File: config.mk
export PLATFORM = sky130hd
export DESIGN_NAME = transaction_tag_allocator_unit
export DESIGN_NICKNAME = d
export VERILOG_FILES = /design/src/design/tat_pkg.sv /design/src/design/transaction_tag_allocator_unit.sv
export SDC_FILE = /design/constraint.sdc
export NUM_CORES = 2
export LEC_CHECK = 0
export BUFFER_PORTS_ARGS = -buffer_cell sky130_fd_sc_hd__buf_4
export CELL_PAD_IN_SITES_DETAIL_PLACEMENT = 0
export CELL_PAD_IN_SITES_GLOBAL_PLACEMENT = 1
export CORE_ASPECT_RATIO = 0.8
export CORE_MARGIN = 3
export CORE_UTILIZATION = 50
export DETAILED_ROUTE_END_ITERATION = 8
export HOLD_SLACK_MARGIN = 0.02
export PLACE_DENSITY_LB_ADDON = 0.3
export SETUP_SLACK_MARGIN = 0.1
export SLEW_MARGIN = 5
export SYNTH_ARGS = -nofsm -noshare
export SYNTH_HDL_FRONTEND = slang
export SYNTH_SLANG_ARGS = --single-unit
File: constraint.sdc
create_clock -name clk -period 10 [get_ports clk]
set_input_delay 0 -clock clk [delete_from_list [all_inputs] [get_ports clk]]
set_output_delay 0 -clock clk [all_outputs]
set_load 0.01 [all_outputs]
File: src/design/tat_pkg.sv
// Shared types and codes for the transaction tag allocator.
package tat_pkg;

	localparam logic [1:0] MODE_ALLOC   = 2'd0;
	localparam logic [1:0] MODE_RESP    = 2'd1;
	localparam logic [1:0] MODE_CLEAR   = 2'd2;

	localparam logic [1:0] ST_OK        = 2'd0;
	localparam logic [1:0] ST_FULL      = 2'd1;
	localparam logic [1:0] ST_UNKNOWN   = 2'd2;

	typedef struct packed {
		logic [1:0]  mode;
		logic [31:0] buffer_address;
		logic [15:0] tag_in;
	} req_t;

	typedef struct packed {
		logic [1:0]  status;
		logic [5:0]  tag_out;
		logic [31:0] address_out;
		logic [6:0]  pending;
	} res_t;

endpackage

File: src/design/transaction_tag_allocator_unit.sv
// Outstanding-transaction tag table: allocate, response lookup/release and clear.
//
// A request is transferred at a clock edge with start high and busy low. Each
// request first reads the stored address from the address memory into a register
// at the transfer; the execute state then updates the busy bitmap, the pending
// count and, on allocate, writes the memory. The result follows with done high
// for one cycle, and a new request may be transferred in that same cycle, but no
// request is taken while one is in the execute state. The lowest free tag is
// found by a priority encode over the busy bitmap. There is no clearing pass
// after reset; the bitmap resets at once. The receiver cannot stall: every
// result must be taken in the cycle done is high.
module transaction_tag_allocator_unit #(
	parameter int LOG_DEPTH = 64,
	parameter int ADDR_BITS = 32
) (
	input  logic          clk,
	input  logic          arst_n,
	input  logic          start,
	output logic          busy,
	input  tat_pkg::req_t req,
	output logic          done,
	output tat_pkg::res_t res
);
	import tat_pkg::*;

	localparam int IW = (LOG_DEPTH > 1) ? $clog2(LOG_DEPTH) : 1;
	localparam int CW = $clog2(LOG_DEPTH + 1);

	typedef enum logic {
		S_IDLE,
		S_EXEC
	} state_t;

	state_t                 state_q;
	logic [LOG_DEPTH-1:0]   tag_busy_q;
	logic [CW-1:0]          count_q;
	logic                   done_q;
	res_t                   res_q;

	req_t                   req_s1;
	logic [ADDR_BITS-1:0]   rd_data_s1;
	logic [ADDR_BITS-1:0]   addr_mem [LOG_DEPTH];

	logic                   accept;
	logic                   free_found;
	logic [IW-1:0]          free_idx;
	logic [IW-1:0]          resp_idx;
	logic                   resp_hit;
	logic                   mem_we;
	logic [LOG_DEPTH-1:0]   busy_next;
	logic [CW-1:0]          count_next;
	res_t                   res_next;

	assign accept   = start && (state_q == S_IDLE);
	assign busy     = (state_q != S_IDLE);
	assign done     = done_q;
	assign res      = res_q;
	assign resp_idx = req_s1.tag_in[IW-1:0];
	assign resp_hit = ({1'b0, req_s1.tag_in} < 17'(LOG_DEPTH)) && tag_busy_q[resp_idx];

	always_comb begin
		free_found = 1'b0;
		free_idx   = '0;
		for (int i = LOG_DEPTH - 1; i >= 0; i--) begin
			if (!tag_busy_q[i]) begin
				free_found = 1'b1;
				free_idx   = IW'(i);
			end
		end
	end

	always_comb begin
		busy_next           = tag_busy_q;
		count_next          = count_q;
		mem_we              = 1'b0;
		res_next.status     = ST_OK;
		res_next.tag_out    = '0;
		res_next.address_out = '0;
		unique case (req_s1.mode)
			MODE_ALLOC: begin
				if (free_found) begin
					busy_next[free_idx] = 1'b1;
					count_next          = count_q + 1'b1;
					mem_we              = 1'b1;
					res_next.tag_out    = 6'(free_idx);
				end else begin
					res_next.status = ST_FULL;
				end
			end
			MODE_RESP: begin
				if (resp_hit) begin
					busy_next[resp_idx]  = 1'b0;
					count_next           = count_q - 1'b1;
					res_next.address_out = 32'(rd_data_s1);
				end else begin
					res_next.status = ST_UNKNOWN;
				end
			end
			MODE_CLEAR: begin
				busy_next  = '0;
				count_next = '0;
			end
			default: ;
		endcase
		res_next.pending = 7'(count_next);
	end

	always_ff @(posedge clk or negedge arst_n) begin
		if (!arst_n) begin
			state_q    <= S_IDLE;
			tag_busy_q <= '0;
			count_q    <= '0;
			done_q     <= 1'b0;
			res_q      <= '0;
		end else begin
			done_q <= 1'b0;
			unique case (state_q)
				S_IDLE: begin
					if (accept) begin
						state_q <= S_EXEC;
					end
				end
				S_EXEC: begin
					tag_busy_q <= busy_next;
					count_q    <= count_next;
					res_q      <= res_next;
					done_q     <= 1'b1;
					state_q    <= S_IDLE;
				end
				default: state_q <= S_IDLE;
			endcase
		end
	end

	always_ff @(posedge clk) begin
		if (accept) begin
			req_s1 <= req;
		end
	end

	// address memory: read on transfer, write in the execute cycle
	always_ff @(posedge clk) begin
		if (accept) begin
			rd_data_s1 <= addr_mem[req.tag_in[IW-1:0]];
		end
		if (mem_we && (state_q == S_EXEC)) begin
			addr_mem[free_idx] <= ADDR_BITS'(req_s1.buffer_address);
		end
	end

endmodule

# Word-level counts from Yosys, hierarchy flattened
# Memory sizes are Yosys's and may differ from the RTL's. A register that Yosys moved wholly into a read port is not among the register bits.
# Cells that the tools add are included.
word_totals:
  ff_bits: 163
  ram_bits: 2048
  in_bits: 53
  output_inout_bits: 49
  mem_count: 1
mem_list:
  columns: ["name", "depth", "width", "read_ports", "rd_clocked_by_memory_dff", "write_ports", "line", "source"]
  rows:
  - ["addr_mem", 64, 32, 1, 1, 1, "transaction_tag_allocator_unit.sv:42", "logic [ADDR_BITS-1:0] addr_mem [LOG_DEPTH];"]
op_classes:
  add_sub_neg: 2
  order_cmp: 5
  eq_ne: 4
  mux: 154
  bitwise_logic: 4
  reduce_logical: 8
op_table:
  columns: ["op", "count"]
  rows:
  - ["$mux W6", 66]
  - ["$pmux W64 S3", 1]
  - ["$mux W64", 2]
  - ["$mux W1", 74]
  - ["$and A64 B64 Y64", 1]
  - ["$mux W32", 2]
  - ["$not A64 Y64", 1]
  - ["$or A64 B64 Y64", 1]
  - ["$pmux W7 S3", 1]
  - ["$lt A16 B7 Y1 const B", 1]
  - ["$lt A6 B7 Y1 const B", 2]
  - ["$mux W7", 2]
  - ["$demux W1 S6", 2]
  - ["$ge A6 B1 Y1 const B", 2]
  - ["$add A7 B1 Y7 const B", 1]
  - ["$sub A7 B1 Y7 const B", 1]
  - ["$bmux W1 S6", 1]
  - ["$logic_and A1 B1 Y1", 5]
  - ["$ne A2 B2 Y1 const B", 2]
  - ["$pmux W2 S2", 1]
  - ["$reduce_and A4 Y1", 1]
  - ["$reduce_bool A3 Y1", 1]
  - ["$eq A2 B1 Y1 const B", 1]
  - ["$eq A2 B2 Y1 const B", 1]
  - ["4 further kinds", 4]

# Longest topological paths before layout
logic_depth:
  ltp_word: 71
  mapped_depth: 12
  depth_no_buf: 11

# Worst setup path before layout
# No wires, ideal clock.
synth_timing:
  kind: "reg-to-reg"
  startpoint: "reg tag_busy_q[53]"
  endpoint: "mem addr_mem[7][0], enable pin"
  setup_time_ns: 0.468
  arrival_time_ns: 4.215
  t_required_ns: 9.532
  slack_ns: 5.318
  stages_incl_launch_ff: 8
  synth_period_minus_slack_ns: 4.682
  cell_sequence: "dfrtp_1 -> nor2b_1 -> a311oi_1 -> o21ai_1 -> a221oi_1 -> o211ai_1 -> nor3_1 -> nor3b_1"
synth_via:
  elab_chain_len: 59
synth_rtl:
  columns: ["item", "line", "source"]
  rows:
  - ["from (decl)", "transaction_tag_allocator_unit.sv:35", "logic [LOG_DEPTH-1:0] tag_busy_q;"]
  - ["from (signal assigned)", "transaction_tag_allocator_unit.sv:124", "tag_busy_q <= busy_next;"]
  - ["$mux W1 (54 in series)", "transaction_tag_allocator_unit.sv:65", "if (!tag_busy_q[i]) begin"]
  - ["$mux W1", "transaction_tag_allocator_unit.sv:81", "if (free_found) begin"]
  - ["$mux W1", "transaction_tag_allocator_unit.sv:79", "unique case (req_s1.mode)"]
  - ["$logic_and A1 B1 Y1", "transaction_tag_allocator_unit.sv:146", "if (mem_we && (state_q == S_EXEC)) begin"]
  - ["$mux W1", "transaction_tag_allocator_unit.sv:146", null]
  - ["$mux W1 (not written as such)", "transaction_tag_allocator_unit.sv:147", "addr_mem[free_idx] <= ADDR_BITS'(req_s1.buffer_address);"]
  - ["to (decl)", "transaction_tag_allocator_unit.sv:42", null]
# Several ways; a longest one is shown, not always the timed one.

# Worst setup path after layout
layout_timing:
  startpoint: "reg tag_busy_q[50]"
  endpoint: "mem addr_mem[27][16], enable pin"
layout_via:
  elab_chain_len: 56
layout_rtl:
  columns: ["item", "line"]
  rows:
  - ["$mux W1 (51 in series)", "transaction_tag_allocator_unit.sv:65"]
  - ["$mux W1", "transaction_tag_allocator_unit.sv:81"]
  - ["$mux W1", "transaction_tag_allocator_unit.sv:79"]
  - ["$logic_and A1 B1 Y1", "transaction_tag_allocator_unit.sv:146"]
  - ["$mux W1", "transaction_tag_allocator_unit.sv:146"]
  - ["$mux W1 (not written as such)", "transaction_tag_allocator_unit.sv:147"]
# Several ways; a longest one is shown, not always the timed one.

==> impl_metrics.tcl <==
set metrics [dict create \
    ffs_w_async_s_r_synth_pct 5.04 \
    yosys.cell_types.count 74 \
    number_of_buffers_created_by_cts 207 \
    worst_path_largest_cell_delay_ns 0.85 \
    design.core.area_sq_um 172000 \
    place.detailed.hpwl_um 118000 \
    max_slew.worst_pin.slew_ns 1.25 \
    yosys_register_bits 2243 \
    number_of_enable_flip_flop_cells_after_synthesis 2130 \
    slew-limit-headroom_pct 16.1 \
    drt-wirelength-per-cell_um 33.7 \
    gp_congestion 0.896 \
    register_area_sq_um 66800 \
    pin_count 102 \
    critical_path_required_ns 10.46 \
    die_height_um 379 \
    cts.sinks 2243 \
    dp.cells 6118 \
    min_period_over_period_pct 51.4 \
    outcome "finished, final reports clean" \
    yosys-top-cells-area "edfxtp_1 74%, mux4_2 17%, dfrtp_1 3.3%" \
    synth-warning-count 0 \
    synth_top_cell_area_share_pct 73.6 \
    wirelength_um 222000 \
    synthToLayoutAreaGrowth_pct 14.1 \
    antenna_found_initial 16 \
    nets 4210 \
    floorplan.initialDensity_pct 50.5 \
    synth_nets 3868 \
    root_buffer "clkbuf_16" \
    globalRouteOverflowTotal 0 \
    worstPathMaxFanout 20 \
    postCtsSetupRepairBufs 0 \
    max-cap-violations 0 \
    critical_path.slowest_cell "and3b_1" \
    layout-drive-gt1-share_pct 30.5 \
    setup_total_negative_slack_ns 0 \
    cts_tree "yes" \
    cp_capture_point "addr_mem[27][16]" \
    report.final.slew_viol_count 0 \
    postSynthCellCount 3805 \
    clkTransAtPathRegs_ns 0.07 \
    syn-mean-instance-area_sq_um 22.8 \
    worst_r2r_endpoint "addr_mem[27][16]" \
    grtUsageTotal_pct 25.2 \
    max_freq_ghz 0.194 \
    setup.worst_path.start "tag_busy_q[50]" \
    fin_worst_skew_ns 0.0403 \
    fin_crit_ns 5.14 \
    std_cell_rows 136 \
    clk-insertion-delay-late_ns 0.84 \
    grt_max_degree 118 \
    fillCellCount 12200 \
    finalHoldViolations 0 \
    netlist_top_cells_count "2130 x edfxtp_1, 664 x mux4_2, 113 x dfrtp_1" \
    drc_violation_count_after_routing 0 \
    drt.antenna.violating_nets 0 \
    grt_pass1_vias 42100 \
    yosysMostFrequentCell "edfxtp_1" \
    drt_pass1_iterations 8 \
    cts_max_level 4 \
    cts_hold_buffers 97 \
    rr_startpoint "tag_busy_q[50]" \
    final-setup-viol-count 0 \
    grt_setup_unrepaired "false" \
    p_leak_nw 31.3 \
    worst_r2r_path_depth 9 \
    clock_tree.buffer_depth 3 \
    largest_voltage_drop_on_the_vdd_net_v 0.000140 \
    hold_class "input port to register" \
    ff2ff_setup_slack_ns 4.86 \
    drt-initial-drc-count 6742 \
    vias_per_cell 6.47 \
    floorplan_die_width_um 472 \
    multiInputGateArea_sq_um 19700 \
    resized_gates_after_cts 0 \
    route.vias.total 42800 \
    grt_pass1_wl_um 319000 \
    layout.cells.non_filler 6606 \
    syn_area_sq_um 86900 \
    port-buffer-count 101 \
    critical_path.cell_chain "nand3_1 -> a311oi_1 -> o21ai_1 -> a221oi_1 -> o211ai_1 -> and3b_1 -> nand2_1 -> nor2_4 -> buf_4" \
    worst_setup_path_end_kind "register" \
    worstPathArrival_ns 5.60 \
    start_kind "register" \
    synthDominantAreaCellType "edfxtp_1" \
    synth-seq-area-share_pct 76.9 \
    commonest_register_cell_after_synthesis "edfxtp_1" \
    pwr_density_nw_per_um2 196 \
    finalPower_mw 19.4 \
    die_area_sq_um 179000 \
    crit_type "register to register" \
]
cells by family (layout without fill, tap and decap cells):
logic type	Yosys count	count (layout)	share of synthesized area, %
adder cells (fa/ha/maj)	10	10	0.153
other	0	2	0
multiplexers	707	707	17.7
buffers and inverters	228	750	1.12
AND/OR/NAND/NOR	291	291	1.66
XOR/XNOR	5	5	0.0504
flip-flops	2243	2243	76.9
AO/OA/AOI/OAI	321	321	2.42
state kept, by name, indices dropped and copies added (netlist names):
signal	flops
addr_mem	2048
tag_busy_q	64
req_s1	50
res	47
rd_data_s1	32
busy	1
done	1
final cells by class:
cell class                 count  area share [%]
inverter                      26          0.0984
tap                         2277            2.87
sequential                  2243            67.3
timing repair buffer         335            2.92
clock inverter               132            1.28
antenna                        2         0.00505
clock buffer                 257            5.65
multi-input combinational   1334            19.8
cells in the final DEF, fill, tap and decap left out, types with 8 or more instances in the layout:
| cell type | count |
|---|---|
| clkbuf_16 | 215 |
| o2bb2ai_1 | 16 |
| clkinv_1 | 41 |
| a41oi_1 | 15 |
| a31oi_1 | 38 |
| nor3_1 | 12 |
| o21ai_0 | 90 |
| dlygate4sd3_1 | 96 |
| nor2b_1 | 8 |
| a21oi_1 | 64 |
| mux4_2 | 664 |
| clkbuf_1 | 35 |
| a21o_1 | 10 |
| ha_1 | 9 |
| mux2i_1 | 24 |
| nand2b_1 | 10 |
| nor2_4 | 64 |
| nand2_1 | 81 |
| nand4_1 | 22 |
| bufinv_16 | 21 |
| clkinv_2 | 47 |
| nor2_1 | 25 |
| mux2_2 | 18 |
| nand3_1 | 20 |
| clkinvlp_4 | 8 |
| inv_1 | 25 |
| a22o_1 | 33 |
| dfrtp_1 | 113 |
| buf_4 | 226 |
| nand3b_1 | 10 |
| edfxtp_1 | 2130 |
critical path: cells and delay by family, from the launching register on:
| kind | cells | cell delay (ns) |
|---|---|---|
| AND/OR/NAND/NOR | 4 | 2.36 |
| flip-flops | 1 | 0.47 |
| buffers and inverters | 1 | 0.53 |
| AO/OA/AOI/OAI | 4 | 1.35 |
power breakdown:
group          internal (mW)  total (mW)  switching, mW
Sequential              10.3        10.4         0.0390
Clock                   4.53        7.97           3.44
Combinational          0.420        1.10          0.681
Total                   15.3        19.4           4.16
how the worst min path moves through the flow:
stage	startpoint	to	cells after the start
floorplan	arst_n	busy	0
global placement	arst_n	res[4]	1
detailed placement	arst_n	res[4]	1
CTS	req[3]	rd_data_s1[29]	3
global route	req[3]	rd_data_s1[29]	3
finish	req[3]	rd_data_s1[29]	3
layer usage:
layer	routed length [um]	track usage (%)	vias up
met5	55	0	-
met4	4840	6.20	8
met3	22200	5.23	327
met2	104000	38.3	2251
met1	91200	38.0	23200
li1	-	-	17000
per-stage QoR:
| stage | utilization [%] | setup WS (ns) | cell area (sq um) | hold WS [ns] |
|---|---|---|---|---|
| detailed placement | 53.0 | 5.07 | 91300 | 0.0759 |
| global route | 57.6 | 4.77 | 99200 | 0.158 |
| floorplan | - | 5.32 | 86900 | -0.296 |
| CTS | 57.6 | 5.05 | 99200 | 0.101 |
| global placement | 53.0 | 5.13 | 91300 | 0.0711 |
| finish | 57.6 | 4.86 | 99200 | 0.179 |
No activity file was read; power rests on OpenSTA's default activity.
